File: config.mk
export PLATFORM = sky130hd
export DESIGN_NAME = tcw_front_flat
export DESIGN_NICKNAME = d
export VERILOG_FILES = /design/src/rtl/tcw_pkg.sv /design/src/rtl/tcw_in_if.sv /design/src/rtl/tcw_front.sv /design/src/flat_wrapper.sv
export SDC_FILE = /design/constraint.sdc
export NUM_CORES = 1
export LEC_CHECK = 0
export BUFFER_PORTS_ARGS = -buffer_cell sky130_fd_sc_hd__buf_2
export CAP_MARGIN = 20
export CORE_MARGIN = 4
export CORE_UTILIZATION = 36
export DETAILED_ROUTE_END_ITERATION = 8
export PLACE_DENSITY = 0.7
export SETUP_SLACK_MARGIN = 0.3
export SLEW_MARGIN = 30
export SYNTH_ARGS = -nofsm -noshare
export SYNTH_HDL_FRONTEND = slang
export SYNTH_SLANG_ARGS = --single-unit
File: constraint.sdc
create_clock -name clk -period 2.6 [get_ports clk]
set_input_delay 0.65 -clock clk [delete_from_list [all_inputs] [get_ports clk]]
set_output_delay 0.65 -clock clk [all_outputs]
set_load 0.02 [all_outputs]
File: src/rtl/tcw_pkg.sv
// ----------------------------------------------------------------------------
// tcw_pkg: shared types and constants of the text console writer
// Screen geometry, request and command codes, cell constants and the
// command record that travels from the front end to the engine.
// ----------------------------------------------------------------------------
package tcw_pkg;

  // Screen geometry
  localparam int COLUMNS    = 80;
  localparam int ROWS       = 25;
  localparam int CELL_COUNT = COLUMNS * ROWS;

  // Field widths
  localparam int REQ_W    = 2;
  localparam int CHAR_W   = 8;
  localparam int CURSOR_W = 11;
  localparam int ADDR_W   = CURSOR_W;
  localparam int CELL_W   = 16;
  localparam int COLOR_W  = 4;
  localparam int ATTR_W   = 2 * COLOR_W;
  localparam int TAB_W    = 5;
  localparam int COL_W    = $clog2(COLUMNS);
  localparam int BIT_W    = $clog2(CURSOR_W);

  // Configuration port
  localparam int CFG_IDX_W  = 2;
  localparam int CFG_DATA_W = TAB_W;
  localparam logic [CFG_IDX_W-1:0] CFG_BACKGROUND = 2'd0;
  localparam logic [CFG_IDX_W-1:0] CFG_FOREGROUND = 2'd1;
  localparam logic [CFG_IDX_W-1:0] CFG_TAB_STOP   = 2'd2;

  localparam logic [COLOR_W-1:0] BACKGROUND_RESET = 4'd0;
  localparam logic [COLOR_W-1:0] FOREGROUND_RESET = 4'd15;
  localparam logic [TAB_W-1:0]   TAB_STOP_RESET   = 5'd4;

  // Request codes
  localparam logic [REQ_W-1:0] REQ_PUT   = 2'd0;
  localparam logic [REQ_W-1:0] REQ_READ  = 2'd1;
  localparam logic [REQ_W-1:0] REQ_CLEAR = 2'd2;

  // Character and cell constants
  localparam logic [CHAR_W-1:0] CHAR_NEWLINE = 8'h0A;
  localparam logic [CHAR_W-1:0] CHAR_TAB     = 8'h09;
  localparam logic [CHAR_W-1:0] CHAR_BLANK   = 8'h20;
  localparam logic [ATTR_W-1:0] RESET_ATTR   = 8'h0F;
  localparam logic [CELL_W-1:0] RESET_BLANK  = {RESET_ATTR, CHAR_BLANK};

  // Address landmarks
  localparam logic [ADDR_W-1:0] LAST_CELL  = ADDR_W'(CELL_COUNT - 1);
  localparam logic [ADDR_W-1:0] CURSOR_END = ADDR_W'(CELL_COUNT);
  localparam logic [ADDR_W-1:0] LAST_ROW   = ADDR_W'(CELL_COUNT - COLUMNS);
  localparam logic [COL_W-1:0]  COL_LAST   = COL_W'(COLUMNS - 1);

  // Queue between front end and engine
  localparam int QUEUE_DEPTH = 4;

  typedef enum logic [2:0] {
    CMD_CHAR    = 3'd0,
    CMD_NEWLINE = 3'd1,
    CMD_TAB     = 3'd2,
    CMD_READ    = 3'd3,
    CMD_CLEAR   = 3'd4,
    CMD_NOP     = 3'd5
  } cmd_kind_t;

  typedef struct packed {
    cmd_kind_t         kind;
    logic [CHAR_W-1:0] ch;
    logic [ADDR_W-1:0] idx;
    logic              in_range;
  } cmd_t;

endpackage

File: src/rtl/tcw_in_if.sv
// ----------------------------------------------------------------------------
// tcw_in_if: request channel of the text console writer
// Valid/ready handshake with the request payload.
// ----------------------------------------------------------------------------
interface tcw_in_if;
  import tcw_pkg::*;

  logic                valid;
  logic                ready;
  logic [REQ_W-1:0]    req_type;
  logic [CHAR_W-1:0]   char_code;
  logic [CURSOR_W-1:0] cell_index;

  modport source (output valid, req_type, char_code, cell_index, input ready);
  modport sink   (input valid, req_type, char_code, cell_index, output ready);

endinterface

File: src/rtl/tcw_front.sv
// ----------------------------------------------------------------------------
// tcw_front: request intake and classification
// Registers each request and decodes it into an engine command.
// ----------------------------------------------------------------------------
module tcw_front (
  input  logic          clk,
  input  logic          rst_n,
  tcw_in_if.sink        in_req,
  input  logic          init_busy,
  output logic          push_valid,
  input  logic          push_ready,
  output tcw_pkg::cmd_t push_cmd
);
  import tcw_pkg::*;

  logic st_valid_r;
  cmd_t st_cmd_r;
  cmd_t cmd_nxt;
  logic accept;

  always_comb begin
    cmd_nxt.ch       = in_req.char_code;
    cmd_nxt.idx      = in_req.cell_index;
    cmd_nxt.in_range = (in_req.cell_index < CURSOR_END);
    unique case (in_req.req_type)
      REQ_PUT: begin
        priority if (in_req.char_code == CHAR_NEWLINE) cmd_nxt.kind = CMD_NEWLINE;
        else if (in_req.char_code == CHAR_TAB) cmd_nxt.kind = CMD_TAB;
        else cmd_nxt.kind = CMD_CHAR;
      end
      REQ_READ:  cmd_nxt.kind = CMD_READ;
      REQ_CLEAR: cmd_nxt.kind = CMD_CLEAR;
      default:   cmd_nxt.kind = CMD_NOP;
    endcase
  end

  // take a request when not clearing and the stage is empty or drains this cycle
  assign in_req.ready = !init_busy && (!st_valid_r || push_ready);
  assign accept       = in_req.valid && in_req.ready;
  assign push_valid   = st_valid_r;
  assign push_cmd     = st_cmd_r;

  always_ff @(posedge clk) begin
    if (!rst_n) begin
      st_valid_r <= 1'b0;
    end else begin
      if (accept) begin
        st_valid_r <= 1'b1;
        st_cmd_r   <= cmd_nxt;
      end else if (push_ready) begin
        st_valid_r <= 1'b0;
      end
    end
  end

endmodule

File: src/flat_wrapper.sv
// flat-port wrapper written by rule: the top's interface ports become plain ports
module tcw_front_flat import tcw_pkg::*;
  (clk, rst_n, init_busy, push_valid, push_ready, push_cmd, in_req_valid, in_req_req_type, in_req_char_code, in_req_cell_index, in_req_ready);
  tcw_in_if in_req_i ();
  input  logic clk;
  input  logic rst_n;
  input  logic init_busy;
  output logic push_valid;
  input  logic push_ready;
  output tcw_pkg::cmd_t push_cmd;
  input wire logic [$bits(in_req_i.valid)-1:0] in_req_valid;
  input wire logic [$bits(in_req_i.req_type)-1:0] in_req_req_type;
  input wire logic [$bits(in_req_i.char_code)-1:0] in_req_char_code;
  input wire logic [$bits(in_req_i.cell_index)-1:0] in_req_cell_index;
  output wire logic [$bits(in_req_i.ready)-1:0] in_req_ready;
  assign in_req_i.valid = in_req_valid;
  assign in_req_i.req_type = in_req_req_type;
  assign in_req_i.char_code = in_req_char_code;
  assign in_req_i.cell_index = in_req_cell_index;
  assign in_req_ready = in_req_i.ready;
  tcw_front u_core (.clk(clk), .rst_n(rst_n), .in_req(in_req_i), .init_busy(init_busy), .push_valid(push_valid), .push_ready(push_ready), .push_cmd(push_cmd));
endmodule
==> results of run 1 <==
-- routing by layer --
metal | up-vias | part of all wire (%) | track usage, %
li1 | 269 | - | -
met1 | 242 | 38 | 11.08
met2 | 30 | 50 | 19.59
met3 | 2 | 11 | 3.016
met4 | 0 | 1.7 | 7.119
met5 | - | 0 | 0
-- path summary, 6_finish.rpt --
path | end | slack (ps) | cells past startpoint
hold / removal | u_core.push_cmd[4] | 520 | 1
hold reg to reg | u_core.push_valid | 720 | 2
setup reg to reg | u_core.push_cmd[1] | 1340 | 3
setup / recovery | in_req_ready | 680 | 4
-- state kept, by name, summed over array words and instances, names as in the netlist --
register and flops:
u_core.push_cmd 23, u_core.push_valid 1
-- final cells by class --
| cell class | count | area share (%) |
|---|---|---|
| clock buffers | 3 | 1.911 |
| clock inverters | 1 | 2.548 |
| multi-input cells | 15 | 10.40 |
| flip-flops and latches | 24 | 60.30 |
| well taps | 28 | 2.972 |
| repair buffers | 51 | 21.87 |
-- worst register-to-register path: stages, from the launching register on --
cell,delay [ps]
dfxtp_1,330
nor2b_1,170
nor3_4,160
buf_4,300
-- cells by family after synthesis --
family / after synthesis / synth area share, %
DFF: 24 / 86.06
and+or+nand+nor: 11 / 9.091
AOI/OAI and AO/OA: 4 / 4.395
buffers and inverters: 1 / 0.4541
-- where the power goes --
| part | internal (mW) | switching [mW] | leakage (nW) | total (mW) |
|---|---|---|---|---|
| logic | 0.0274 | 0.0395 | 0.249 | 0.0669 |
| clock network | 0.156 | 0.103 | 0.0279 | 0.258 |
| registers | 0.436 | 0.00255 | 0.220 | 0.439 |
-- through the flow --
step                      hold WS [ps]  setup WS (ps)  instance area (µm²)  total power, mW  util (%)
after detailed placement         704.6          680.9                 1126           0.5153     51.40
final                            518.0          682.4                 1179           0.7639     53.80
after global placement           680.5          723.9                 1126           0.5129     51.40
after global routing             479.7          629.3                 1179           0.7981     53.80
after CTS                        508.8          683.7                 1179           0.7710     53.80
after floorplan                  747.8          530.2                830.8           0.4764         -
-- cell usage in the layout, fill, tap and decap left out, drive strengths merged --
master,instances
nor2,2
a41o,2
bufinv,1
nor2b,5
clkbuf,3
nor3,1
nand2,1
o21a,1
nor4,1
buf,51
o2111ai,1
dfxtp,1
and3,1
edfxtp,23
==> metrics.txt, run 1 <==
Starting Density 37.69%; share of cells above drive strength 1 60.64%; Post-CTS Resized 0; CP startpoint push_ready; max-slew violation count 0; clk root buf clkbuf_4; maximum fanout along the worst path 3; # diodes 0; I/O Buffers 50; Hold Fails Final Rpt 0; Worst-Margin Slew 331.9 ps; EDFF count, synth 23; Slew headroom 77.83%; final wirelength 1608 µm; crit path DAT 1270 ps; Max Clk Rate 521.5 MHz; CP most frequent cell buf_2; status complete, no violations; area of the multi-input gates 122.6 µm²; postcts setup bufs 0; FP Rows 17; GRT Total Usage 10.97%; RSZ-0062 raised after global routing no; total gr overflow 0; Die Ht 55.90 µm; die area 3124 µm²; Critical Path Sink Type output pin; worst reg2reg path startpoint u_core.push_valid; H-tree Lvls 1; crit path launch type input pin; CP Cell Sequence buf_2 > nor2b_1 > nor2_1 > buf_2; pwr dens 648.1 nW/µm²; DR vias 543; Fillers 186; Hold Path Class input pin to register; cell family with most CP delay simple AND/OR/NAND/NOR gates; Crit-path slowest cell nor2b_1; fin crit period 1918 ps; fin cells 122; core area 2191 µm²; crit path kind input pin to output pin; area of the mapped netlist 825.8 µm²; fin nets 121; TritonCTS clock tree yes; Routed Antenna Nets 0; CTS Buffer Depth 2; average wire per standard cell 13.18 µm; CP required 1950 ps; Most used DFF post-synth edfxtp_1; largest area contributor in the netlist edfxtp_1; Worst Min Path Start in_req_cell_index[3]; Yosys reg bits 24; maximum vdd drop 240.9 µV; Sequential Area 710.7 µm²; clk_skew 1.822 ps; vias in the first global route 577; RD Place Congestion 0.7030; Syn. warnings 0; CTS sink cnt 24; CP Buf/Inv Count 2; first-pass GRT wire length 2615 µm; Reg clk slew, reported paths 120 ps; setup tns final 0 ps; ys async rst share 0%; largest net degree at the start of global routing 24; Lkg Pwr 0.4973 nW; TritonRoute pass-1 iters 2; Syn Area/Cell 20.64 µm²; TritonCTS buffer count 3; final setup vio count 0; worst-skew pair later-pin latency 300 ps; vias per inst 4.451; initial antenna violation count 0; register area share after synthesis 86.06%; max incr delay on CP 280 ps; Initial DRC Count 9; Synth area leaders edfxtp_1 (84%), nor2b_1 (3.8%), nor4_4 (2.6%), a41o_1 (2.4%), dfxtp_1 (2.4%); Commonest cells post-synth edfxtp_1 (23), nor2b_1 (5), a41o_1 (2), nor2_1 (2); DRC 0; dpl cells 118; # IOs 51; Synthesized Nets 66; die span in x 55.90 µm; Distinct cells, synth 12; Post-Synthesis Cells 40; top cell type's share of synthesized area 83.64%; most frequent cell after synthesis edfxtp_1; synth-to-layout area growth 42.73%; Hold Buf Count CTS 0; Max-Cap Viols 0; period utilization 73.75%
Power figures use the tool's default switching activity.
==> run 2: changes to the inputs <==
- clock period: 2.6 -> 1.7 ns (I/O delays scaled with it)
==> run 2 against run 1 <==
  * Via count up 2.0%
  * Critical path depth shrank 1
  * First-iteration DRC count increased by 56%
  * Count of clock-buffer cells in the layout grew 1
  * Cell count increased by 0.82%
  * Combinational power grew 69%
  * Register-to-register slack worse by 920 ps
  * Clock skew up 3.7 ps
  * Core utilization rose by 0.97 points
  * Sequential cell count did not move
  * Sequential power grew 53%
==> metrics.txt, run 2 (synthesized netlist as in run 1, its figures left out) <==
Critical Path Sink Type output pin; Hold Slack 295.8 ps; largest net degree at the start of global routing 24; share of cells above drive strength 1 64.21%; switching portion of total power 20.24%; synth-to-layout area growth 45.30%; fin crit period 1398 ps; Fillers 165; TritonRoute pass-1 iters 4; crit path DAT 970 ps; met1 usage 11.67%; Power Total 1.061 mW; clock power share 26.1%; FP Rows 17; Die Ht 55.90 µm; crit path kind register to output pin; vias in the first global route 572; Lkg Pwr 0.5029 nW; max-slew violation count 0; FF-to-FF setup slack 420 ps; die span in x 55.90 µm; Layout Utilization 54.77%; vias per inst 4.504; commonest non-fill, non-tap cells in the layout buf_2 (49), edfxtp_1 (23), nor2b_1 (4); worst reg2reg path startpoint u_core.push_valid; cell family with most CP delay flip-flops; Worst-Margin Slew 225.9 ps; RSZ-0062 raised after global routing yes; dpl cells 118; # IOs 51; Initial DRC Count 14; TritonCTS clock tree yes; pwr dens 884.1 nW/µm²; Hold Path Class input pin to register; first-pass GRT wire length 2622 µm; period utilization 82.21%; die area 3124 µm²; Worst Min Path Start in_req_cell_index[1]; clk root buf clkbuf_4; critical path depth 3; Hold Path End u_core.push_cmd[2]; Crit-path slowest cell dfxtp_2; total gr overflow 0; I/O Buffers 50; RD Place Congestion 0.7489; Reg clk slew, reported paths 120 ps; # diodes 0; Largest register FFs 23; DRC 0; Reg power frac 63.2%; logic gate share of total power 10.6%; CTS Buffer Depth 2; CP Cell Sequence nor2b_4 > nor2_2 > buf_6; r2r worst-path depth 4; TritonCTS buffer count 3; clk_skew 5.511 ps; GR peak layer met2; maximum fanout along the worst path 2; Max-Cap Viols 0; Hold Fails Final Rpt 0; max incr delay on CP 340 ps; crit path launch type register; initial antenna violation count 0; final setup vio count 0; Worst Hold Path Cells 1; status complete, no violations; Worst R2R End u_core.push_cmd[18]; GRT Total Usage 10.91%; H-tree Lvls 1; maximum vdd drop 411.0 µV; CP required 1270 ps; Routed Antenna Nets 0; core area 2191 µm²; Max Clk Rate 715.6 MHz; Slew headroom 84.82%; fin nets 122; CTS sink cnt 24; DR vias 554; Pint 0.8462 mW; met3 usage 2.552%; final wirelength 1643 µm; Starting Density 37.69%; Psw 0.2147 mW; commonest non-fill, non-tap cell in the layout buf_2; average wire per standard cell 13.36 µm; setup tns final 0 ps; fin cells 123; met2 Use GR 19.59%; worst-skew pair later-pin latency 300 ps; CP Buf/Inv Count 1
run 2: cell types whose count changed in the layout (fill, tap and decap cells not counted), sizes merged:
cell | before | now
buf | 51 | 52
bufinv | 1 | 0
clkbuf | 3 | 4
run 2: what timing repair did:
| item | CTS | global route |
|---|---|---|
| resized for setup | 1 | 2 |
| setup endpoints to repair | 1 | 1 |
| hold buffers | 0 | 0 |
| setup buffers | 1 | 0 |
run 2: metrics by stage:
stage	instance area, µm²	setup WS [ps]
final	1200	302.5
after CTS	1194	293.4
after floorplan	845.8	182.1
after global placement	1147	403.5
after detailed placement	1147	389.6
after global routing	1200	237.4
run 2: power by group through the flow:
| stage | clock network, mW | logic [mW] | registers [mW] |
|---|---|---|---|
| floorplan | 0 | 0.0234 | 0.708 |
| global placement | 0 | 0.106 | 0.684 |
| detailed placement | 0 | 0.109 | 0.685 |
| CTS | 0.285 | 0.111 | 0.671 |
| global route | 0.316 | 0.121 | 0.673 |
| finish | 0.277 | 0.113 | 0.671 |
run 2: routing by layer:
metal / part of all wire [%] / vias up
met1: 35 / 259
li1: - / 268
met3: 11 / 0
met5: 0 / -
met2: 54 / 27
met4: 0 / 0
run 2: area by class of cell:
cell class                      count  area [µm²]  area share, %
Clock buffer                        4       36.28          3.024
Tap cell                           28       35.03          2.920
Timing Repair Buffer               52       284.0          23.67
Sequential cell                    24       711.9          59.33
Multi-Input combinational cell     15       132.6          11.05
run 2: worst max path at each step:
stage / startpoint / to / slack (ps)
after floorplan: u_core.push_valid / u_core.push_cmd[0] / 180
after CTS: u_core.push_valid / in_req_ready / 290
final: u_core.push_valid / in_req_ready / 300
after global routing: u_core.push_valid / in_req_ready / 240
after detailed placement: push_ready / in_req_ready / 390
after global placement: push_ready / in_req_ready / 400
run 2: worst register-to-register path: cells and delay by family (launching register included):
family        cells  cell delay (ps)
flops             1              340
buf+inv           2              330
simple gates      2              320
